**src/hdl/assert_macros.svh**
```systemverilog
// ---------------------------------------------------------------------------
// assert_macros.svh
// Concurrent assertion helpers, compiled out when NO_ASSERTIONS is set
// ---------------------------------------------------------------------------
`ifndef ASSERT_MACROS_SVH
`define ASSERT_MACROS_SVH

`ifndef NO_ASSERTIONS

// property must hold at every clock edge outside reset
`define ASSERT_HOLD(name, clk, rst_n, prop) \
  name: assert property (@(posedge clk) disable iff (!rst_n) (prop)) \
    else $error("assertion failed");

// expression must never be true outside reset
`define ASSERT_NEVER(name, clk, rst_n, expr) \
  name: assert property (@(posedge clk) disable iff (!rst_n) !(expr)) \
    else $error("forbidden condition seen");

`else

`define ASSERT_HOLD(name, clk, rst_n, prop)
`define ASSERT_NEVER(name, clk, rst_n, expr)

`endif

`endif

```
**src/hdl/hct_pkg.sv**
```systemverilog
// ---------------------------------------------------------------------------
// hct_pkg
// Shared types, constants and mod-26 helpers for the trigram cipher block
// ---------------------------------------------------------------------------
package hct_pkg;

  localparam int unsigned MODULUS   = 26;
  // 2^16 / 26 rounded up, exact floor quotient for values below 2048
  localparam int unsigned RECIP_26  = 2521;
  // 26 * 25, keeps a difference of two products non-negative
  localparam int unsigned MOD_BIAS  = 650;
  localparam int unsigned LETTER_W  = 5;
  localparam int unsigned KEY_W     = 45;
  localparam int unsigned KEY_N     = 9;
  localparam int unsigned SETTLE    = 3;
  // result queue depth
  localparam int unsigned OUT_DEPTH = 4;

  // configuration register indexes
  typedef enum logic [0:0] {
    CFG_KEY  = 1'b0,
    CFG_MODE = 1'b1
  } hct_cfg_e;

  typedef logic [LETTER_W-1:0] hct_letter_t;

  typedef struct packed {
    hct_letter_t letter_third;
    hct_letter_t letter_second;
    hct_letter_t letter_first;
  } hct_in_t;

  typedef struct packed {
    logic        key_error;
    hct_letter_t out_third;
    hct_letter_t out_second;
    hct_letter_t out_first;
  } hct_out_t;

  // reduced trigram, entry 0 is the first letter
  typedef hct_letter_t [2:0] hct_trig_t;

  // effective 3x3 matrix, row-major, plus the error flag
  typedef struct packed {
    hct_letter_t [KEY_N-1:0] m;
    logic                    err;
  } hct_mat_t;

  // reduce a 5-bit value into 0..25
  function automatic hct_letter_t red26(input hct_letter_t x);
    return (x >= hct_letter_t'(MODULUS)) ? x - hct_letter_t'(MODULUS) : x;
  endfunction

  // x mod 26 for x below 2048, reciprocal multiply and one correction
  function automatic hct_letter_t mod26(input logic [10:0] x);
    logic [23:0] prod;
    logic [6:0]  quo;
    logic [11:0] rem;
    prod = 24'(x) * 24'(RECIP_26);
    quo  = prod[22:16];
    rem  = 12'(x) - 12'(quo) * 12'(MODULUS);
    if (rem >= 12'(MODULUS)) begin
      rem = rem - 12'(MODULUS);
    end
    return rem[4:0];
  endfunction

  // inverse modulo 26, zero when none exists
  function automatic hct_letter_t inv26(input hct_letter_t d);
    hct_letter_t r;
    case (d)
      5'd1:    r = 5'd1;
      5'd3:    r = 5'd9;
      5'd5:    r = 5'd21;
      5'd7:    r = 5'd15;
      5'd9:    r = 5'd3;
      5'd11:   r = 5'd19;
      5'd15:   r = 5'd7;
      5'd17:   r = 5'd23;
      5'd19:   r = 5'd11;
      5'd21:   r = 5'd5;
      5'd23:   r = 5'd17;
      5'd25:   r = 5'd25;
      default: r = 5'd0;
    endcase
    return r;
  endfunction

  // (p*q - r*s) mod 26 for operands in 0..25
  function automatic hct_letter_t cross26(input hct_letter_t p, input hct_letter_t q,
                                          input hct_letter_t r, input hct_letter_t s);
    logic [9:0] a;
    logic [9:0] b;
    a = 10'(p) * 10'(q);
    b = 10'(r) * 10'(s);
    return mod26(11'(a) + 11'(MOD_BIAS) - 11'(b));
  endfunction

endpackage

```
**src/hdl/hct_back.sv**
```systemverilog
// ---------------------------------------------------------------------------
// hct_back
// Matrix-vector product modulo 26 and the result queue
// ---------------------------------------------------------------------------
`include "assert_macros.svh"

module hct_back (
  input  logic               clk_i,
  input  logic               rst_ni,
  input  logic               valid_i,
  input  hct_pkg::hct_trig_t trig_i,
  input  hct_pkg::hct_mat_t  mat_i,
  output logic               take_o,
  input  logic               pop_i,
  output logic               empty_o,
  output hct_pkg::hct_out_t  out_data_o
);
  import hct_pkg::*;

  logic [10:0] sum_q [3];
  logic [10:0] sum_d [3];
  logic        err_q;
  logic        s1_v_q;

  hct_out_t    mem_q [OUT_DEPTH];
  hct_out_t    res;
  logic [1:0]  wr_ptr_q, wr_ptr_d, rd_ptr_q, rd_ptr_d;
  logic [2:0]  cnt_q, cnt_d;
  logic        rd_en;

  // take a trigram only while the result queue has room for it
  assign take_o = valid_i && ((cnt_q + 3'(s1_v_q)) < 3'(OUT_DEPTH));

  // stage 1: row sums of products
  always_comb begin
    for (int r = 0; r < 3; r++) begin
      sum_d[r] = 11'(10'(mat_i.m[3*r])   * 10'(trig_i[0]))
               + 11'(10'(mat_i.m[3*r+1]) * 10'(trig_i[1]))
               + 11'(10'(mat_i.m[3*r+2]) * 10'(trig_i[2]));
    end
  end

  always_ff @(posedge clk_i) begin
    if (take_o) begin
      sum_q <= sum_d;
      err_q <= mat_i.err;
    end
  end

  // stage 2: reduce into letters
  always_comb begin
    res.key_error  = err_q;
    res.out_first  = err_q ? '0 : mod26(sum_q[0]);
    res.out_second = err_q ? '0 : mod26(sum_q[1]);
    res.out_third  = err_q ? '0 : mod26(sum_q[2]);
  end

  // result queue control
  assign empty_o    = (cnt_q == 3'd0);
  assign rd_en      = pop_i && !empty_o;
  assign out_data_o = mem_q[rd_ptr_q];

  always_comb begin
    wr_ptr_d = wr_ptr_q + 2'(s1_v_q);
    rd_ptr_d = rd_ptr_q + 2'(rd_en);
    cnt_d    = cnt_q + 3'(s1_v_q) - 3'(rd_en);
  end

  always_ff @(posedge clk_i or negedge rst_ni) begin
    if (!rst_ni) begin
      s1_v_q   <= 1'b0;
      wr_ptr_q <= '0;
      rd_ptr_q <= '0;
      cnt_q    <= '0;
    end else begin
      s1_v_q   <= take_o;
      wr_ptr_q <= wr_ptr_d;
      rd_ptr_q <= rd_ptr_d;
      cnt_q    <= cnt_d;
    end
  end

  always_ff @(posedge clk_i) begin
    if (s1_v_q) begin
      mem_q[wr_ptr_q] <= res;
    end
  end

  // the credit check keeps the queue from overflowing
  `ASSERT_NEVER(a_out_overflow, clk_i, rst_ni, cnt_q > 3'(OUT_DEPTH))
  // an error result carries zero first and third letters
  `ASSERT_HOLD(a_err_letters, clk_i, rst_ni,
               (s1_v_q && err_q) |-> (res.out_first == '0 && res.out_third == '0))

endmodule

```
**config.mk**
```make
export PLATFORM = sky130hd
export DESIGN_NAME = hct_back
export DESIGN_NICKNAME = d
export VERILOG_FILES = /design/src/hdl/hct_pkg.sv /design/src/hdl/hct_back.sv
export VERILOG_INCLUDE_DIRS = /design/src /design/src/hdl
export SDC_FILE = /design/constraint.sdc
export NUM_CORES = 1
export LEC_CHECK = 0
export ABC_CLOCK_PERIOD_IN_PS = 14400
export BUFFER_PORTS_ARGS = -buffer_cell sky130_fd_sc_hd__clkbuf_2
export CORE_ASPECT_RATIO = 2
export CORE_MARGIN = 2
export CORE_UTILIZATION = 32
export DETAILED_ROUTE_END_ITERATION = 16
export PLACE_DENSITY = 0.48
export RECOVER_POWER = 25
export SLEW_MARGIN = 10
export SYNTH_ARGS = -nofsm -noshare
export SYNTH_HDL_FRONTEND = slang
export SYNTH_SLANG_ARGS = --single-unit
```
**constraint.sdc**
```tcl
create_clock -name clk_i -period 14.4 [get_ports clk_i]
set_input_delay 0 -clock clk_i [delete_from_list [all_inputs] [get_ports clk_i]]
set_output_delay 0 -clock clk_i [all_outputs]
set_load 0.02 [all_outputs]
```
==> impl_metrics.ini <==
[placement]
place.port_buffers = 82
gp_congestion = 0.7873
detailed_place_hpwl_um = 38090

[layout]
final_core_utilization_pct = 34.91
fill_cells = 6423
area_delta_synth_final_pct = 8.403
ratio_of_cells_with_drive_above_1_in_the_final_layout_pct = 6.650
layout_common_cells = 455 x sky130_fd_sc_hd__inv_1, 420 x sky130_fd_sc_hd__ha_1, 291 x sky130_fd_sc_hd__fa_1
fin_nets = 2831
layout_commonest_cell = sky130_fd_sc_hd__inv_1

[yosys]
ys_seq_area_share_pct = 15.38
yosys.area_share.xor_xnor_pct = 3.687
synth.mux.area_fraction_pct = 2.088
combinational_family_with_the_most_area_after_synthesis = adder cells
synth_compound_gate_area_share_pct = 5.543
ys_types = 61
ys_dominant_reg_cell = sky130_fd_sc_hd__edfxtp_1
count_of_flip_flops_with_a_built_in_enable_after_synthesis = 98
synthSimpleGateAreaFrac_pct = 10.30
postSynthRegisterBits = 106
synth.yosys.warnings = 0
syn_inst = 1974
synth.avg_cell_area_um2 = 10.35
synth_adder_area_share_pct = 54.24
ys_async_sr_fraction_pct = 7.547
postSynthNetCount = 2750
syn-cell-area_um2 = 20430

[clock_network]
clockRootBuffer = sky130_fd_sc_hd__clkbuf_16
postcts_setup_bufs = 0
clk-insertion-delay-late_ns = 0.38
cts_made_buffers = 9
clkSinkCount = 106
cts.reportedPaths.clkPinSlew_ns = 0.08
cts.path.max_buffers = 2
htree_num_levels = 3
cts_tree = yes

[global_routing]
grt.met3_usage_pct = 1.500
global_route.peak_usage_layer = met2
globalRouteMet2Util_pct = 23.71
grt_remaining_overflow = 0
grt_use_met1_pct = 19.96
grtUsageTotal_pct = 14.11
initial_antenna_violation_count = 3
number_of_global_route_vias_before_repair = 14130
grt_max_degree = 37
grt_first_pass_wirelength_um = 74180

[route]
post_route_drc_violation_count = 0
routed_via_density = 4.553
ant_nets = 0
dr_total_vias = 13020
routed_wire_length_per_instance_um = 15.22
first_pass_iters = 5
initialDrtViolationCount = 445
postRouteWirelength_um = 43500

[sta]
final-hold-violation-count = 0
slew-limit-headroom_pct = 9.444
timing.final.crit_period_ns = 9.690
setup_skew_ns = 0.009824
layout_worst_path_cycle_share_pct = 67.29
tightest_slew_ns = 1.358
setup_viol_count_final = 0
final.setup.tns_ns = 0
report.final.slew_viol_count = 0
grt_setup_unrepaired = no
fmax_mhz = 103.2

[die]
coreArea_um2 = 63430
chip_height_um = 361.3
placementRows = 131
floorplan.die.width_um = 182.7
start_util_pct = 32.21
io_pins = 83
die_area_um2 = 66000

[worst_setup_path]
setup.worst_path.end_class = flop
setup.worst_path.start_class = flop
cell_with_the_largest_stage_delay_on_the_worst_path = sky130_fd_sc_hd__fa_1
worst_ep_arrival_time_ns = 9.86
required_ns = 14.57
crit_path_frequent_cell = sky130_fd_sc_hd__inv_1
critPathMaxStageDelay_ns = 0.58
r2r_cells = 39
worst_setup_path_type = flop to flop
critPathMaxFanout = 7

[run_status]
outcome = complete, no violations

[worst_hold_path]
hold_path_depth = 3
worst_hold_path_type = input port to flop

[flow_run]
max-cap-violations = 0
## area by class of cell
class                           count  area [µm²]  area share [%]
Multi-Input combinational cell   1391       15500           70.00
Tap cell                          798       998.5           4.508
Antenna cell                        1       2.502         0.01130
Timing Repair Buffer               91       473.0           2.136
Clock inverter                      6       65.06          0.2938
Inverter                          456        1712           7.729
Sequential cell                   106        3143           14.19
Clock buffer                       10       250.2           1.130
## worst max-delay path: cells and delay by family, from the launching register on
| family | cells | cell delay (ns) |
|---|---|---|
| buf+inv | 7 | 0.36 |
| simple gates | 8 | 1.56 |
| fa+ha+maj | 10 | 4.22 |
| mux | 2 | 0.51 |
| flops | 1 | 0.55 |
| compound gates | 10 | 1.94 |
| xor+xnor | 2 | 0.32 |
## Yosys cell counts, drive strengths merged, types with 17 or more instances
| cell | number | area, µm² |
|---|---|---|
| inv | 456 | 1712 |
| ha | 420 | 5255 |
| fa | 291 | 5826 |
| and2 | 134 | 838.3 |
| nand2 | 126 | 473.0 |
| edfxtp | 98 | 2943 |
| xnor2 | 52 | 455.4 |
| a21oi | 51 | 262.8 |
| nor2 | 51 | 191.4 |
| xor2 | 34 | 297.8 |
| o21ai | 29 | 145.1 |
| a21o | 25 | 187.7 |
| clkbuf | 20 | 75.07 |
| nand2b | 17 | 106.4 |
## layer usage
layer  routed length [µm]  vias up
li1                     -     6495
met1                21070     6324
met2                20720      173
met3                 1294       21
met4                  399        4
met5                   24        -
## worst paths after layout
kind,start,end,slack [ns]
worst min register to register,rd_ptr_q[0]$_DFF_PN0_,rd_ptr_q[0]$_DFF_PN0_,0.51
worst min-delay path,pop_i,rd_ptr_q[0]$_DFF_PN0_,0.07
worst max-delay path,sum_q[13]$_DFFE_PP_,mem_q[0][7]$_DFFE_PP_,4.71
min in group asynchronous,rst_ni,s1_v_q$_DFF_PN0_,0.60
worst max register to register,sum_q[13]$_DFFE_PP_,mem_q[0][7]$_DFFE_PP_,4.71
max in group asynchronous,rst_ni,wr_ptr_q[1]$_DFF_PN0_,13.51
## cells by family (layout without fill, tap and decap cells)
kind of cell             count (synthesis)  after routing
AO/OA/AOI/OAI                          166            166
buffers and inverters                  477            563
AND/OR/NAND/NOR                        406            406
adder cells (fa/ha/maj)                711            711
multiplexers                            22             22
XOR/XNOR                                86             86
flip-flops                             106            106
other                                    0              1
## registers in the layout, summed over array words and instances, names as in the netlist
name / count
sum_q: 33
wr_ptr_q: 2
cnt_q: 3
rd_ptr_q: 2
mem_q: 64
err_q: 1
s1_v_q: 1
## stage by stage
step	setup slack (ns)	area (µm²)	std cells	hold WS, ns
after floorplan	5.479	20430	1974	-0.2956
after global placement	4.814	21810	2839	-0.1327
after detailed placement	4.708	21810	2839	-0.1337
after CTS	4.647	22160	2858	0.05291
after global routing	3.985	22140	2858	0.09402
final	4.710	22150	2859	0.07136
## repair_timing
item	in CTS	in global routing
hold buffers	3	0
resized for setup	0	0
endpoints found under the hold margin	9	0
Power is not shown: default switching activity piles up to over one toggle a cycle in this logic, so the estimate is an artifact.
