File: src/hdl/assert_macros.svh
// ---------------------------------------------------------------------------
// assert_macros.svh
// Concurrent assertion helpers, compiled out when NO_ASSERTIONS is set
// ---------------------------------------------------------------------------
`ifndef ASSERT_MACROS_SVH
`define ASSERT_MACROS_SVH

`ifndef NO_ASSERTIONS

// property must hold at every clock edge outside reset
`define ASSERT_HOLD(name, clk, rst_n, prop) \
  name: assert property (@(posedge clk) disable iff (!rst_n) (prop)) \
    else $error("assertion failed");

// expression must never be true outside reset
`define ASSERT_NEVER(name, clk, rst_n, expr) \
  name: assert property (@(posedge clk) disable iff (!rst_n) !(expr)) \
    else $error("forbidden condition seen");

`else

`define ASSERT_HOLD(name, clk, rst_n, prop)
`define ASSERT_NEVER(name, clk, rst_n, expr)

`endif

`endif

File: src/hdl/hct_pkg.sv
// ---------------------------------------------------------------------------
// hct_pkg
// Shared types, constants and mod-26 helpers for the trigram cipher block
// ---------------------------------------------------------------------------
package hct_pkg;

  localparam int unsigned MODULUS   = 26;
  // 2^16 / 26 rounded up, exact floor quotient for values below 2048
  localparam int unsigned RECIP_26  = 2521;
  // 26 * 25, keeps a difference of two products non-negative
  localparam int unsigned MOD_BIAS  = 650;
  localparam int unsigned LETTER_W  = 5;
  localparam int unsigned KEY_W     = 45;
  localparam int unsigned KEY_N     = 9;
  localparam int unsigned SETTLE    = 3;
  // result queue depth
  localparam int unsigned OUT_DEPTH = 4;

  // configuration register indexes
  typedef enum logic [0:0] {
    CFG_KEY  = 1'b0,
    CFG_MODE = 1'b1
  } hct_cfg_e;

  typedef logic [LETTER_W-1:0] hct_letter_t;

  typedef struct packed {
    hct_letter_t letter_third;
    hct_letter_t letter_second;
    hct_letter_t letter_first;
  } hct_in_t;

  typedef struct packed {
    logic        key_error;
    hct_letter_t out_third;
    hct_letter_t out_second;
    hct_letter_t out_first;
  } hct_out_t;

  // reduced trigram, entry 0 is the first letter
  typedef hct_letter_t [2:0] hct_trig_t;

  // effective 3x3 matrix, row-major, plus the error flag
  typedef struct packed {
    hct_letter_t [KEY_N-1:0] m;
    logic                    err;
  } hct_mat_t;

  // reduce a 5-bit value into 0..25
  function automatic hct_letter_t red26(input hct_letter_t x);
    return (x >= hct_letter_t'(MODULUS)) ? x - hct_letter_t'(MODULUS) : x;
  endfunction

  // x mod 26 for x below 2048, reciprocal multiply and one correction
  function automatic hct_letter_t mod26(input logic [10:0] x);
    logic [23:0] prod;
    logic [6:0]  quo;
    logic [11:0] rem;
    prod = 24'(x) * 24'(RECIP_26);
    quo  = prod[22:16];
    rem  = 12'(x) - 12'(quo) * 12'(MODULUS);
    if (rem >= 12'(MODULUS)) begin
      rem = rem - 12'(MODULUS);
    end
    return rem[4:0];
  endfunction

  // inverse modulo 26, zero when none exists
  function automatic hct_letter_t inv26(input hct_letter_t d);
    hct_letter_t r;
    case (d)
      5'd1:    r = 5'd1;
      5'd3:    r = 5'd9;
      5'd5:    r = 5'd21;
      5'd7:    r = 5'd15;
      5'd9:    r = 5'd3;
      5'd11:   r = 5'd19;
      5'd15:   r = 5'd7;
      5'd17:   r = 5'd23;
      5'd19:   r = 5'd11;
      5'd21:   r = 5'd5;
      5'd23:   r = 5'd17;
      5'd25:   r = 5'd25;
      default: r = 5'd0;
    endcase
    return r;
  endfunction

  // (p*q - r*s) mod 26 for operands in 0..25
  function automatic hct_letter_t cross26(input hct_letter_t p, input hct_letter_t q,
                                          input hct_letter_t r, input hct_letter_t s);
    logic [9:0] a;
    logic [9:0] b;
    a = 10'(p) * 10'(q);
    b = 10'(r) * 10'(s);
    return mod26(11'(a) + 11'(MOD_BIAS) - 11'(b));
  endfunction

endpackage

File: src/hdl/hct_key.sv
// ---------------------------------------------------------------------------
// hct_key
// Configuration registers and the key derivation pipeline: reduced key,
// adjugate, determinant and modular inverse matrix
// ---------------------------------------------------------------------------
`include "assert_macros.svh"

module hct_key (
  input  logic                     clk_i,
  input  logic                     rst_ni,
  input  logic                     cfg_we_i,
  input  logic                     cfg_idx_i,
  input  logic [hct_pkg::KEY_W-1:0] cfg_data_i,
  output hct_pkg::hct_mat_t        mat_o,
  output logic                     busy_o
);
  import hct_pkg::*;

  logic [KEY_W-1:0] key_q, key_d;
  logic             mode_q, mode_d;
  logic [1:0]       settle_q, settle_d;

  hct_letter_t [KEY_N-1:0] k1_q, k1_d, adj1_q, adj1_d;
  logic                    mode1_q;
  hct_letter_t [KEY_N-1:0] k2_q, adj2_q;
  hct_letter_t             det2_q, det2_d;
  logic                    mode2_q;
  hct_mat_t                mat_q, mat_d;

  // register writes
  always_comb begin
    key_d  = key_q;
    mode_d = mode_q;
    if (cfg_we_i) begin
      case (hct_cfg_e'(cfg_idx_i))
        CFG_KEY:  key_d  = cfg_data_i;
        CFG_MODE: mode_d = cfg_data_i[0];
        default:  key_d  = key_q;
      endcase
    end
  end

  // settle count keeps the input closed until the matrix is current
  always_comb begin
    settle_d = settle_q;
    if (cfg_we_i) begin
      settle_d = 2'(SETTLE);
    end else if (settle_q != 2'd0) begin
      settle_d = settle_q - 2'd1;
    end
  end

  always_ff @(posedge clk_i or negedge rst_ni) begin
    if (!rst_ni) begin
      key_q    <= '0;
      mode_q   <= 1'b0;
      settle_q <= 2'(SETTLE);
    end else begin
      key_q    <= key_d;
      mode_q   <= mode_d;
      settle_q <= settle_d;
    end
  end

  // stage 1: reduced key and adjugate
  always_comb begin
    for (int i = 0; i < KEY_N; i++) begin
      k1_d[i] = red26(key_q[i*LETTER_W +: LETTER_W]);
    end
    adj1_d[0] = cross26(k1_d[4], k1_d[8], k1_d[5], k1_d[7]);
    adj1_d[1] = cross26(k1_d[2], k1_d[7], k1_d[1], k1_d[8]);
    adj1_d[2] = cross26(k1_d[1], k1_d[5], k1_d[2], k1_d[4]);
    adj1_d[3] = cross26(k1_d[5], k1_d[6], k1_d[3], k1_d[8]);
    adj1_d[4] = cross26(k1_d[0], k1_d[8], k1_d[2], k1_d[6]);
    adj1_d[5] = cross26(k1_d[2], k1_d[3], k1_d[0], k1_d[5]);
    adj1_d[6] = cross26(k1_d[3], k1_d[7], k1_d[4], k1_d[6]);
    adj1_d[7] = cross26(k1_d[1], k1_d[6], k1_d[0], k1_d[7]);
    adj1_d[8] = cross26(k1_d[0], k1_d[4], k1_d[1], k1_d[3]);
  end

  // stage 2: determinant from the first row and first adjugate column
  always_comb begin
    det2_d = mod26(11'(10'(k1_q[0]) * 10'(adj1_q[0]))
                 + 11'(10'(k1_q[1]) * 10'(adj1_q[3]))
                 + 11'(10'(k1_q[2]) * 10'(adj1_q[6])));
  end

  // stage 3: select key or scaled adjugate
  always_comb begin
    hct_letter_t inv;
    inv       = inv26(det2_q);
    mat_d.err = mode2_q && (inv == '0);
    for (int i = 0; i < KEY_N; i++) begin
      if (!mode2_q) begin
        mat_d.m[i] = k2_q[i];
      end else if (mat_d.err) begin
        mat_d.m[i] = '0;
      end else begin
        mat_d.m[i] = mod26(11'(10'(adj2_q[i]) * 10'(inv)));
      end
    end
  end

  always_ff @(posedge clk_i) begin
    k1_q    <= k1_d;
    adj1_q  <= adj1_d;
    mode1_q <= mode_q;
    k2_q    <= k1_q;
    adj2_q  <= adj1_q;
    det2_q  <= det2_d;
    mode2_q <= mode1_q;
    mat_q   <= mat_d;
  end

  assign mat_o  = mat_q;
  assign busy_o = (settle_q != 2'd0);

  // a register write closes the input on the next cycle
  `ASSERT_HOLD(a_write_closes, clk_i, rst_ni, cfg_we_i |=> busy_o)
  // in decrypt mode, a non-invertible key carries an all-zero matrix
  `ASSERT_HOLD(a_err_zero, clk_i, rst_ni, (!busy_o && mat_q.err) |-> (mat_q.m == '0))

endmodule

File: config.mk
export PLATFORM = sky130hd
export DESIGN_NAME = hct_key
export DESIGN_NICKNAME = d
export VERILOG_FILES = /design/src/hdl/hct_pkg.sv /design/src/hdl/hct_key.sv
export VERILOG_INCLUDE_DIRS = /design/src /design/src/hdl
export SDC_FILE = /design/constraint.sdc
export NUM_CORES = 2
export LEC_CHECK = 0
export BUFFER_PORTS_ARGS = -buffer_cell sky130_fd_sc_hd__buf_2
export CORE_MARGIN = 3
export CORE_UTILIZATION = 24
export DETAILED_ROUTE_END_ITERATION = 10
export PLACE_DENSITY_LB_ADDON = 0.08
export SKIP_LAST_GASP = 1
export SLEW_MARGIN = 30
export SYNTH_ARGS = -nofsm -noshare
export SYNTH_HDL_FRONTEND = slang
export SYNTH_SLANG_ARGS = --single-unit
File: constraint.sdc
create_clock -name clk_i -period 30.2 [get_ports clk_i]
set_clock_uncertainty 0.2 [all_clocks]
set_input_delay 1.51 -clock clk_i [delete_from_list [all_inputs] [get_ports clk_i]]
set_output_delay 1.51 -clock clk_i [all_outputs]
set_load 0.01 [all_outputs]
==> flow_metrics.env <==
export IMPL_outcome="complete, no violations"
export IMPL_synth_top_cell_by_area="ha_1"
export IMPL_worstSetupStartpointType="register"
export IMPL_cts_sinks=281
export IMPL_area_delta_synth_final_pct=10.2
export IMPL_dp_hpwl_um=220000
export IMPL_slew_violations=0
export IMPL_finalCritPeriodShare_pct=53.4
export IMPL_max_slew_margin_rel_pct=33.5
export IMPL_crit_top_cell="fa_1"
export IMPL_cts_max_level=2
export IMPL_yosys_warnings=0
export IMPL_worst_pin_slew_ns=0.990
export IMPL_cts_tree="yes"
export IMPL_grt_pass1_wl_um=398000
export IMPL_fin_nets=13295
export IMPL_finalSetupViolCount=0
export IMPL_cts_setup_buffers=0
export IMPL_fp_dieW_um=610
export IMPL_dr_first_iter_drc_count=1952
export IMPL_antenna_found_initial=31
export IMPL_synthCells=9587
export IMPL_crit_type="reg2reg"
export IMPL_synth_async_sr_flop_share_pct=17.1
export IMPL_syn_nets=13102
export IMPL_cts_resized=0
export IMPL_grt_max_degree=47
export IMPL_synth_flop_cell="dfxtp_1"
export IMPL_drv_cap=0
export IMPL_clock_latency_ns=0.68
export IMPL_synth_cell_area_mm2=0.0875
export IMPL_fmax_ghz=0.0620
export IMPL_ys_types=73
export IMPL_synth_edff_count=0
export IMPL_slowest_stage="clkinv_1"
export IMPL_synth_yosys_seq_area_share_pct=6.71
export IMPL_die_h_um=610
export IMPL_min_path_type="reg2reg"
export IMPL_io_pins=96
export IMPL_finalWirelength_um=253000
export IMPL_cp_slowest_stage_delay_ns=0.81
export IMPL_clk_pin_slew_worst_paths_ns=0.06
export IMPL_num_vias=61591
export IMPL_cts_made_buffers=45
export IMPL_core_area_mm2=0.363
export IMPL_start_util_pct=24.1
export IMPL_synthTopCellsByArea="ha_1 33%, fa_1 27%, inv_1 11%"
export IMPL_io_buffers=95
export IMPL_grt_ovfl_total=0
export IMPL_hold_buffers=0
export IMPL_drcViolationCount=0
export IMPL_reg2reg_slack_ns=14.08
export IMPL_fin_setup_tns_ns=0
export IMPL_finalHoldViolations=0
export IMPL_synth_top_area_share_pct=32.8
export IMPL_antenna_left=0
export IMPL_cp_max_fo=19
export IMPL_period_needed_ns=16.12
export IMPL_critPathRequiredTime_ns=30.55
export IMPL_cp_arrival_ns=16.47
export IMPL_whs_ns=0.123
export IMPL_end_kind="register"
export IMPL_vias_per_cell=4.21
export IMPL_cts_root_buf="clkbuf_16"
export IMPL_rsz0062_at_grt="false"
export IMPL_clk_path_buf_depth=3
export IMPL_grt_usage_pct=13.8
export IMPL_grt_pass1_vias=67554
export IMPL_wl_per_cell_um=17.3
export IMPL_rows=221
export IMPL_final_layout_size_suffix_gt1_share_pct=4.39
export IMPL_synth_area_per_cell_um2=9.12
export IMPL_ys_ff_latch=281
export IMPL_first_pass_iters=5
export IMPL_die_area_mm2=0.372
export IMPL_place_congestion=0.811
-- final timing paths --
kind	from	to	depth (start not counted)
setup / recovery	key_q[0]	adj1_q[44]	53
min in group asynchronous	rst_ni	mode_q	1
max in group asynchronous	rst_ni	key_q[10]	2
setup reg to reg	key_q[0]	adj1_q[44]	53
hold / removal	adj1_q[7]	adj2_q[7]	0
hold reg to reg	adj1_q[7]	adj2_q[7]	0
-- critical path, delay by kind of cell (launching register included) --
kind	cells	cell delay, ns
AO/OA/AOI/OAI	15	3.55
XOR/XNOR	4	1.30
adder cells (fa/ha/maj)	16	7.00
buffers and inverters	7	1.82
flip-flops	1	0.55
AND/OR/NAND/NOR	11	1.52
-- cell families (layout without fill, tap and decap cells) --
group	count (synthesis)	after routing	share of synthesized area (%)
buffers and inverters	2624	2851	11.3
adder cells (fa/ha/maj)	3466	3466	59.7
multiplexers	67	67	0.838
AO/OA/AOI/OAI	1163	1163	8.51
XOR/XNOR	499	499	5.01
AND/OR/NAND/NOR	1487	1487	8.01
flip-flops	281	281	6.71
other	0	8	0
-- per-layer routing --
metal	part of all wire (%)	vias to the layer above	global-route usage [%]
li1	-	30826	-
met1	48	30076	18.7
met2	48	518	24.3
met3	2.0	169	0.998
met4	1.7	2	2.22
met5	0.0051	-	0
-- layout by cell type (no fill, tap or decap), types with 46 or more instances in the layout --
cell | Yosys | routed
o21ai_0 | 218 | 201
nor2_1 | 474 | 474
nor3_1 | 79 | 79
ha_1 | 2292 | 2292
buf_4 | 0 | 151
a21o_1 | 145 | 145
dfxtp_1 | 233 | 227
dfrtp_1 | 46 | 46
xnor2_1 | 309 | 300
buf_2 | 1 | 94
o21bai_1 | 121 | 121
nor2b_1 | 71 | 70
inv_1 | 2490 | 2490
fa_1 | 1174 | 1174
nand2_1 | 411 | 410
nand3_1 | 56 | 56
clkbuf_16 | 0 | 46
and2_1 | 214 | 214
xor2_1 | 189 | 184
a21oi_1 | 366 | 366
-- area by class of cell --
class | instances | area [um^2]
fill | 38943 | 266000
multi-input combinational | 6682 | 71900
inverter | 2525 | 9480
tap | 4794 | 6000
sequential | 281 | 5880
timing repair buffer | 245 | 1600
clock buffer | 55 | 1230
clock inverter | 26 | 329
antenna | 8 | 20.0
-- state kept, by name (all words and copies together) (netlist names), 2 cells and up, named ones only --
name      cells
adj1_q       45
mat_o        46
key_q        45
settle_q      2
k2_q         45
adj2_q       45
k1_q         45
-- through the flow --
stage | std cells | setup slack [ns] | util (%) | area [um^2]
2_1_floorplan | 9587 | 16.61 | - | 87500
3_3_place_gp | 14527 | 14.28 | 26.1 | 94700
3_5_place_dp | 14527 | 14.09 | 26.2 | 94800
4_1_cts | 14608 | 13.96 | 26.6 | 96400
5_1_grt | 14611 | 13.14 | 26.6 | 96400
6_report | 14616 | 14.08 | 26.6 | 96400
-- synth_stat cells (27+ instances only) --
cell,count
a2111oi_0,27
a21boi_0,35
a21o_1,145
a21oi_1,366
a31oi_1,33
and2_1,214
clkbuf_1,94
clkinv_1,35
dfrtp_1,46
dfxtp_1,233
fa_1,1174
ha_1,2292
inv_1,2490
mux2_2,40
nand2_1,411
nand2b_1,33
nand3_1,56
nor2_1,474
nor2b_1,71
nor3_1,79
o21a_1,37
o21ai_0,218
o21bai_1,121
or2_2,29
or3_1,39
xnor2_1,309
xor2_1,189
Power is left out: the tool's default activity adds up to more than one toggle a clock period on the data nets, which glitch-free logic cannot reach.
