$ cat src/hdl/assert_macros.svh
// ---------------------------------------------------------------------------
// assert_macros.svh
// Concurrent assertion helpers, compiled out when NO_ASSERTIONS is set
// ---------------------------------------------------------------------------
`ifndef ASSERT_MACROS_SVH
`define ASSERT_MACROS_SVH

`ifndef NO_ASSERTIONS

// property must hold at every clock edge outside reset
`define ASSERT_HOLD(name, clk, rst_n, prop) \
  name: assert property (@(posedge clk) disable iff (!rst_n) (prop)) \
    else $error("assertion failed");

// expression must never be true outside reset
`define ASSERT_NEVER(name, clk, rst_n, expr) \
  name: assert property (@(posedge clk) disable iff (!rst_n) !(expr)) \
    else $error("forbidden condition seen");

`else

`define ASSERT_HOLD(name, clk, rst_n, prop)
`define ASSERT_NEVER(name, clk, rst_n, expr)

`endif

`endif

$ cat src/hdl/hct_pkg.sv
// ---------------------------------------------------------------------------
// hct_pkg
// Shared types, constants and mod-26 helpers for the trigram cipher block
// ---------------------------------------------------------------------------
package hct_pkg;

  localparam int unsigned MODULUS   = 26;
  // 2^16 / 26 rounded up, exact floor quotient for values below 2048
  localparam int unsigned RECIP_26  = 2521;
  // 26 * 25, keeps a difference of two products non-negative
  localparam int unsigned MOD_BIAS  = 650;
  localparam int unsigned LETTER_W  = 5;
  localparam int unsigned KEY_W     = 45;
  localparam int unsigned KEY_N     = 9;
  localparam int unsigned SETTLE    = 3;
  // result queue depth
  localparam int unsigned OUT_DEPTH = 4;

  // configuration register indexes
  typedef enum logic [0:0] {
    CFG_KEY  = 1'b0,
    CFG_MODE = 1'b1
  } hct_cfg_e;

  typedef logic [LETTER_W-1:0] hct_letter_t;

  typedef struct packed {
    hct_letter_t letter_third;
    hct_letter_t letter_second;
    hct_letter_t letter_first;
  } hct_in_t;

  typedef struct packed {
    logic        key_error;
    hct_letter_t out_third;
    hct_letter_t out_second;
    hct_letter_t out_first;
  } hct_out_t;

  // reduced trigram, entry 0 is the first letter
  typedef hct_letter_t [2:0] hct_trig_t;

  // effective 3x3 matrix, row-major, plus the error flag
  typedef struct packed {
    hct_letter_t [KEY_N-1:0] m;
    logic                    err;
  } hct_mat_t;

  // reduce a 5-bit value into 0..25
  function automatic hct_letter_t red26(input hct_letter_t x);
    return (x >= hct_letter_t'(MODULUS)) ? x - hct_letter_t'(MODULUS) : x;
  endfunction

  // x mod 26 for x below 2048, reciprocal multiply and one correction
  function automatic hct_letter_t mod26(input logic [10:0] x);
    logic [23:0] prod;
    logic [6:0]  quo;
    logic [11:0] rem;
    prod = 24'(x) * 24'(RECIP_26);
    quo  = prod[22:16];
    rem  = 12'(x) - 12'(quo) * 12'(MODULUS);
    if (rem >= 12'(MODULUS)) begin
      rem = rem - 12'(MODULUS);
    end
    return rem[4:0];
  endfunction

  // inverse modulo 26, zero when none exists
  function automatic hct_letter_t inv26(input hct_letter_t d);
    hct_letter_t r;
    case (d)
      5'd1:    r = 5'd1;
      5'd3:    r = 5'd9;
      5'd5:    r = 5'd21;
      5'd7:    r = 5'd15;
      5'd9:    r = 5'd3;
      5'd11:   r = 5'd19;
      5'd15:   r = 5'd7;
      5'd17:   r = 5'd23;
      5'd19:   r = 5'd11;
      5'd21:   r = 5'd5;
      5'd23:   r = 5'd17;
      5'd25:   r = 5'd25;
      default: r = 5'd0;
    endcase
    return r;
  endfunction

  // (p*q - r*s) mod 26 for operands in 0..25
  function automatic hct_letter_t cross26(input hct_letter_t p, input hct_letter_t q,
                                          input hct_letter_t r, input hct_letter_t s);
    logic [9:0] a;
    logic [9:0] b;
    a = 10'(p) * 10'(q);
    b = 10'(r) * 10'(s);
    return mod26(11'(a) + 11'(MOD_BIAS) - 11'(b));
  endfunction

endpackage

$ cat src/hdl/hct_front.sv
// ---------------------------------------------------------------------------
// hct_front
// Input side: accepts trigrams, reduces letters into 0..25 and holds them
// in a two-entry queue for the multiply pipeline
// ---------------------------------------------------------------------------
`include "assert_macros.svh"

module hct_front (
  input  logic              clk_i,
  input  logic              rst_ni,
  input  logic              push_i,
  output logic              full_o,
  input  hct_pkg::hct_in_t  in_data_i,
  input  logic              busy_i,
  input  logic              take_i,
  output logic              valid_o,
  output hct_pkg::hct_trig_t trig_o
);
  import hct_pkg::*;

  hct_trig_t  mem_q [2];
  logic       wr_ptr_q, wr_ptr_d, rd_ptr_q, rd_ptr_d;
  logic [1:0] cnt_q, cnt_d;
  logic       wr_en, rd_en;

  assign full_o  = (cnt_q == 2'd2) || busy_i;
  assign valid_o = (cnt_q != 2'd0);
  assign wr_en   = push_i && !full_o;
  assign rd_en   = take_i && valid_o;
  assign trig_o  = mem_q[rd_ptr_q];

  // queue pointers and fill count
  always_comb begin
    wr_ptr_d = wr_ptr_q ^ wr_en;
    rd_ptr_d = rd_ptr_q ^ rd_en;
    cnt_d    = cnt_q + 2'(wr_en) - 2'(rd_en);
  end

  always_ff @(posedge clk_i or negedge rst_ni) begin
    if (!rst_ni) begin
      wr_ptr_q <= 1'b0;
      rd_ptr_q <= 1'b0;
      cnt_q    <= 2'd0;
    end else begin
      wr_ptr_q <= wr_ptr_d;
      rd_ptr_q <= rd_ptr_d;
      cnt_q    <= cnt_d;
    end
  end

  // store reduced letters of an accepted transaction
  always_ff @(posedge clk_i) begin
    if (wr_en) begin
      mem_q[wr_ptr_q] <= {red26(in_data_i.letter_third),
                          red26(in_data_i.letter_second),
                          red26(in_data_i.letter_first)};
    end
  end

  `ASSERT_NEVER(a_front_overflow, clk_i, rst_ni, cnt_q > 2'd2)

endmodule

$ cat config.mk
export PLATFORM = sky130hd
export DESIGN_NAME = hct_front
export DESIGN_NICKNAME = d
export VERILOG_FILES = /design/src/hdl/hct_pkg.sv /design/src/hdl/hct_front.sv
export VERILOG_INCLUDE_DIRS = /design/src /design/src/hdl
export SDC_FILE = /design/constraint.sdc
export NUM_CORES = 1
export LEC_CHECK = 0
export ABC_AREA = 1
export BUFFER_PORTS_ARGS = -buffer_cell sky130_fd_sc_hd__clkbuf_2
export CORE_ASPECT_RATIO = 0.9
export CORE_MARGIN = 8
export CORE_UTILIZATION = 30
export CTS_CLUSTER_DIAMETER = 80
export DETAILED_ROUTE_END_ITERATION = 16
export HOLD_SLACK_MARGIN = 0.06
export PLACE_DENSITY = 0.46
export SLEW_MARGIN = 5
export SYNTH_ARGS = -nofsm -noshare
export SYNTH_HDL_FRONTEND = slang
export SYNTH_SLANG_ARGS = --single-unit
$ cat constraint.sdc
create_clock -name clk_i -period 1.82 [get_ports clk_i]
set_input_delay 0.273 -clock clk_i [delete_from_list [all_inputs] [get_ports clk_i]]
set_output_delay 0.273 -clock clk_i [all_outputs]
set_load 0.005 [all_outputs]
==> results of run 1 <==
==> stage by stage <==
stage | instance area (um^2) | hold slack (ps) | cells
2_1_floorplan | 1667 | -22.59 | 164
3_3_place_gp | 1923 | 88.22 | 267
4_1_cts | 2066 | 186.5 | 276
3_5_place_dp | 1923 | 90.16 | 267
5_1_grt | 2068 | 191.0 | 276
6_report | 2068 | 202.8 | 276
==> what timing repair did <==
item	CTS	global route
hold endpoints to repair	4	0
endpoints found under the setup margin	0	1
hold buffers	1	0
gates resized for setup	0	1
==> cell families after synthesis <==
family | Yosys count
buffers and inverters | 26
XOR/XNOR | 3
flip-flops | 34
AND/OR/NAND/NOR | 81
adder cells (fa/ha/maj) | 7
AO/OA/AOI/OAI | 13
==> routing by layer <==
metal / GRT usage (%) / vias to the layer above
li1: - / 612
met1: 9.157 / 548
met2: 15.53 / 26
met3: 3.800 / 2
met4: 4.249 / 0
met5: 0 / -
==> critical path, delay by kind of cell (launching register included) <==
kind	cells	cell delay (ps)
buf+inv	2	80
flops	1	410
simple gates	2	320
fa+ha+maj	2	450
xor+xnor	2	340
==> placed cells by master, fill, tap and decap left out, drive strengths merged, types with 2 or more instances in the layout <==
cell / instances
ha: 7
nand3b: 3
bufinv: 2
nand2: 70
inv: 23
a31o: 3
clkbuf: 41
a21oi: 6
xor2: 2
edfxtp: 30
a21boi: 3
nand3: 3
nor2: 4
dfrtp: 4
buf: 3
==> sequential cells by signal, summed over array words and instances (netlist names) <==
name / cells
mem_q: 30
cnt_q: 2
rd_ptr_q: 1
wr_ptr_q: 1
==> power groups by stage <==
stage	Clock, W	Sequential [W]	Combinational, W
floorplan	0	0.00105	0.000545
global placement	0	0.00110	0.000791
detailed placement	0	0.00110	0.000813
CTS	0.000830	0.00109	0.000818
global route	0.000869	0.00110	0.000896
finish	0.000801	0.00108	0.000782
==> area by class of cell <==
cell class,count,area [um^2]
clock buffer,5,68.82
multi-input combinational,104,549.3
inverter,23,88.84
sequential,34,1001
timing repair buffer,40,212.7
tap,67,83.83
fill,537,3249
clock inverter,3,63.81
==> worst min path at each step <==
stage,start,endpoint,cells past startpoint
floorplan,rst_ni,cnt_q[0]$_DFF_PN0_,0
global placement,rst_ni,cnt_q[0]$_DFF_PN0_,1
detailed placement,rst_ni,cnt_q[0]$_DFF_PN0_,1
CTS,in_data_i[0],mem_q[0][0]$_DFFE_PP_,1
global route,in_data_i[0],mem_q[0][0]$_DFFE_PP_,1
finish,in_data_i[0],mem_q[0][0]$_DFFE_PP_,1
==> impl_metrics.py, run 1 <==
metrics = {
    "layout": {
        "n_antenna_cell": 0,
        "post-route-util_pct": 38.89,
        "fin_nets": 235,
        "drive_gt1_share_pct": 27.27,
        "area_delta_synth_final_pct": 24.10,
    },
    "worst_setup_path": {
        "crit_start": "cnt_q[0]$_DFF_PN0_",
        "crit_path_max_fanout": 3,
        "reg2reg_to": "cnt_q[1]$_DFF_PN0_",
        "crit_path_cell_trace": "or2_4, nand2_4, inv_1, ha_1, inv_1, ha_1, xnor2_1, xor2_1",
        "rr_worst_depth": 8,
        "cpPeakStageDelay_ps": 410,
        "critPathSlowestCell": "dfrtp_1",
        "end_kind": "register",
        "r2r_setup_slack_ps": 150,
        "arrival_ps": 1870,
        "crit_type": "reg -> reg",
        "crit_end": "cnt_q[1]$_DFF_PN0_",
        "start_kind": "register",
        "cp.required_ps": 2020,
        "reg2reg_from": "cnt_q[0]$_DFF_PN0_",
    },
    "clocking": {
        "clock_path_buffers": 2,
        "cts-root-buf": "clkbuf_8",
        "clock_latency_ps": 280,
        "cts_tree": "built",
        "post-cts-setup-buffers": 0,
        "path_clk_slew_ps": 60,
        "cts_buffers": 5,
        "clkSinkCount": 34,
        "htreeDepth": 2,
    },
    "sta": {
        "finalCriticalPeriod_ps": 1671,
        "worst-slew-pin-transition_ps": 442.1,
        "fin_setup_tns_ps": 0,
        "slew_violations": 0,
        "setup_ws_ps": 148.6,
        "rsz0062_at_grt": "no",
        "fin_crit_sh_pct": 91.83,
        "clock_skew_ps": 1.156,
        "finalSetupViolCount": 0,
        "slew_headroom_pct": 70.53,
        "fmax_mhz": 598.3,
        "hold_viol": 0,
    },
    "drt": {
        "met1Wirelength_um": 1384,
        "vias_per_cell": 4.304,
        "dr.pass1.iters": 4,
        "wl_met3_um": 240,
        "ant_nets": 0,
        "route.detailed.drc": 0,
        "drt_iter0_markers": 53,
        "vias": 1188,
        "dr_wl_met2_um": 1708,
        "wirelength_um": 3374,
        "wl_per_cell_um": 12.22,
        "top_layer": "met4",
    },
    "pwr": {
        "ir_drop_uv": 439.6,
        "p_leak_nw": 1.001,
        "clkPwrFrac_pct": 30.0,
        "total_power_w": 0.002666,
        "powerDensity_nw_per_um2": 1289,
        "pwr-share-comb_pct": 29.3,
        "power_frac_seq_pct": 40.7,
        "p_switching_w": 0.0008011,
        "swShare_pct": 30.04,
        "intPower_w": 0.001865,
    },
    "synthesis": {
        "yosys.area_share.simple_pct": 20.35,
        "yosys.area.top_type": "edfxtp_1",
        "yosysMostFrequentCell": "nand2_1",
        "synth.avg_cell_area_um2": 10.16,
        "ys.flop_type": "edfxtp_1",
        "netlist_top_cells_area": "edfxtp_1 (54%), nand2_1 (15%), dfrtp_1 (6.0%), ha_1 (5.3%), inv_1 (5.0%)",
        "synth-seq-cells": 34,
        "synth.distinct_cells": 21,
        "synth-warning-count": 0,
        "ys_async_sr_fraction_pct": 11.76,
        "synth_area_um2": 1667,
        "synth_commonest_cells": "nand2_1 (66), edfxtp_1 (30), inv_1 (22)",
        "yosysTopAreaCellShare_pct": 54.05,
        "synth_top_family_by_area": "simple AND/OR/NAND/NOR gates",
        "synth_compound_gate_area_share_pct": 5.180,
        "synth_edf_count": 30,
        "synth_xor_area_share_pct": 2.027,
        "synth.area.mux_share_pct": 0,
        "yosysSeqAreaShare_pct": 60.06,
        "syn_nets": 191,
        "synthAdderAreaFrac_pct": 5.255,
        "synthCells": 164,
    },
    "grt": {
        "grt_pass1_vias": 1238,
        "antenna_found_initial": 0,
        "grt_max_degree": 17,
        "grt_use_total_pct": 8.994,
        "grt_remaining_overflow": 0,
        "grt_pass1_wl_um": 5609,
    },
    "die": {
        "die_y_um": 86.71,
        "die-width_um": 94.57,
        "core_um2": 5318,
        "io_pins": 37,
        "fp.dieArea_um2": 8200,
        "initial_utilization_pct": 31.34,
        "placementRows": 25,
    },
    "run_status": {
        "status": "complete, no violations",
    },
    "placement": {
        "pre_cts_ws_ps": 100.5,
        "gp_congestion": 0.7585,
        "hpwl_um": 2559,
        "io_buffers": 36,
    },
    "min_path": {
        "hp-class": "in -> reg",
    },
    "job": {
        "drv_cap": 0,
    },
}
Power figures use the tool's default switching activity.
==> run 2: changes to the inputs <==
- CELL_PAD_IN_SITES_DETAIL_PLACEMENT: default -> 2
- CELL_PAD_IN_SITES_GLOBAL_PLACEMENT: default -> 2
- PLACE_DENSITY: 0.46 -> 0.69
- SETUP_SLACK_MARGIN: default -> 0.2
==> impl_metrics.py, run 2 (same netlist as run 1, synthesis figures left out) <==
metrics = {
    "worst_setup_path": {
        "critPathSlowestCell": "dfrtp_1",
        "reg2reg_from": "cnt_q[0]$_DFF_PN0_",
        "cp.required_ps": 1980,
        "crit_path_max_fanout": 3,
        "arrival_ps": 1820,
        "crit_path_cell_trace": "or2_4, nand2_4, inv_2, ha_4, inv_2, ha_4, xnor2_2, xor2_1",
        "start_kind": "register",
        "crit_start": "cnt_q[0]$_DFF_PN0_",
        "cpPeakStageDelay_ps": 410,
        "crit_type": "reg -> reg",
        "end_kind": "register",
    },
    "sta": {
        "hold_viol": 0,
        "worst-slew-pin-transition_ps": 240.8,
        "slew_headroom_pct": 83.81,
        "fin_setup_tns_ps": 0,
        "fmax_mhz": 603.7,
        "finalSetupViolCount": 0,
        "finalCriticalPeriod_ps": 1656,
        "clock_skew_ps": 5.164,
        "rsz0062_at_grt": "yes",
        "slew_violations": 0,
        "fin_crit_sh_pct": 91.01,
    },
    "layout": {
        "fin_nets": 238,
        "area_delta_synth_final_pct": 24.47,
        "n_antenna_cell": 0,
        "regMostFlops": "mem_q",
        "final_common_cell": "nand2_1",
        "mostFrequentLayoutCells": "nand2_1 (66), clkbuf_2 (36), edfxtp_1 (30), inv_1 (19)",
        "largest_reg_flops": 30,
        "largestRegisters": "mem_q: 30 flops, cnt_q: 2 flops",
        "final_cells": 278,
        "final_area_um2": 2074,
        "drive_gt1_share_pct": 32.23,
    },
    "clocking": {
        "clkSinkCount": 34,
        "cts_buffers": 5,
        "htreeDepth": 2,
        "path_clk_slew_ps": 70,
        "clock_latency_ps": 280,
        "cts-root-buf": "clkbuf_8",
        "cts_tree": "built",
        "clock_path_buffers": 2,
    },
    "job": {
        "drv_cap": 0,
    },
    "grt": {
        "grt_pass1_wl_um": 7003,
        "grt_remaining_overflow": 0,
        "grt_max_degree": 17,
        "grt_use_total_pct": 11.05,
        "grt_pass1_vias": 1515,
        "antenna_found_initial": 0,
    },
    "die": {
        "initial_utilization_pct": 31.34,
        "placementRows": 25,
        "io_pins": 37,
        "die-width_um": 94.57,
        "fp.dieArea_um2": 8200,
        "die_y_um": 86.71,
        "core_um2": 5318,
    },
    "drt": {
        "ant_nets": 0,
        "wirelength_um": 4190,
        "dr.pass1.iters": 4,
        "drt_iter0_markers": 23,
        "vias": 1254,
        "vias_per_cell": 4.511,
        "route.detailed.drc": 0,
        "wl_per_cell_um": 15.07,
    },
    "pwr": {
        "total_power_w": 0.002518,
        "swShare_pct": 34.34,
        "intPower_w": 0.001653,
        "p_leak_nw": 0.9951,
        "pwr-share-comb_pct": 36.8,
        "ir_drop_uv": 430.8,
        "clkPwrFrac_pct": 20.1,
        "powerDensity_nw_per_um2": 1214,
        "p_switching_w": 0.0008649,
        "power_frac_seq_pct": 43.0,
    },
    "placement": {
        "hpwl_um": 3247,
        "dp.cells": 267,
        "dpl-instance-area_um2": 1923,
        "io_buffers": 36,
        "gp_congestion": 0.7248,
    },
    "run_status": {
        "status": "complete, no violations",
    },
    "min_path": {
        "hp-class": "in -> reg",
        "hp-start": "in_data_i[0]",
    },
}
-- run 2: cell types whose count changed in the layout (fill, tap and decap cells not counted), sizes merged --
| cell | delta |
|---|---|
| buf | +3 |
| bufinv | -2 |
| clkinv | +1 |
-- run 2: worst max-delay path, delay by kind of cell, from the launching register on --
family                     cells  cell delay (ps)
buffers and inverters          2               90
and+or+nand+nor                2              360
adders and majority gates      2              400
xor gates and xnor gates       2              270
DFF                            1              410
-- run 2: layout make-up --
cell class	count	area (um^2)
inverter	23	88.84
multi-input combinational	104	585.6
timing repair buffer	43	235.2
tap	67	83.83
clock inverter	2	10.01
clock buffer	5	68.82
sequential	34	1002
fill	597	3243
-- run 2: metrics by stage --
step / setup slack [ps] / hold slack [ps] / utilization (%)
after floorplan: 236.7 / -22.59 / -
after global routing: 117.9 / 190.7 / 39.01
final: 163.5 / 197.5 / 39.01
after CTS: 131.9 / 194.2 / 38.24
after global placement: 203.2 / 89.36 / 36.16
after detailed placement: 6.483 / 92.43 / 36.16
-- run 2: layer usage --
metal / vias up / share of wire (%) / global-route usage [%]
met3: 4 / 4.0 / 3.109
met5: - / 0 / 0
li1: 617 / - / -
met4: 0 / 0.98 / 4.391
met2: 24 / 54 / 20.33
met1: 609 / 41 / 11.46
-- run 2: path summary, 6_finish.rpt --
check	endpoint	slack, ps	depth (start not counted)
worst max-delay path	cnt_q[1]$_DFF_PN0_	160	8
worst max register to register	cnt_q[1]$_DFF_PN0_	160	8
worst min-delay path	mem_q[1][0]$_DFFE_PP_	200	1
worst min register to register	cnt_q[1]$_DFF_PN0_	570	2
max in group asynchronous	rd_ptr_q$_DFF_PN0_	1340	2
min in group asynchronous	cnt_q[1]$_DFF_PN0_	330	2
-- run 2: what timing repair did --
| action | CTS | global route |
|---|---|---|
| setup buffers | 1 | 2 |
| gates resized for setup | 5 | 5 |
| cloned | 0 | 0 |
| pin swaps | 1 | 4 |
| hold buffers | 1 | 0 |
| hold endpoints to repair | 4 | 0 |
| endpoints found under the setup margin | 8 | 20 |
-- run 2: power groups by stage --
stage	clock (W)	sequential (W)	combinational, W
after floorplan	0	0.00105	0.000545
after global placement	0	0.00108	0.000799
after detailed placement	0	0.00110	0.000856
after CTS	0.000522	0.00109	0.000891
after global routing	0.000555	0.00110	0.00105
final	0.000507	0.00108	0.000928
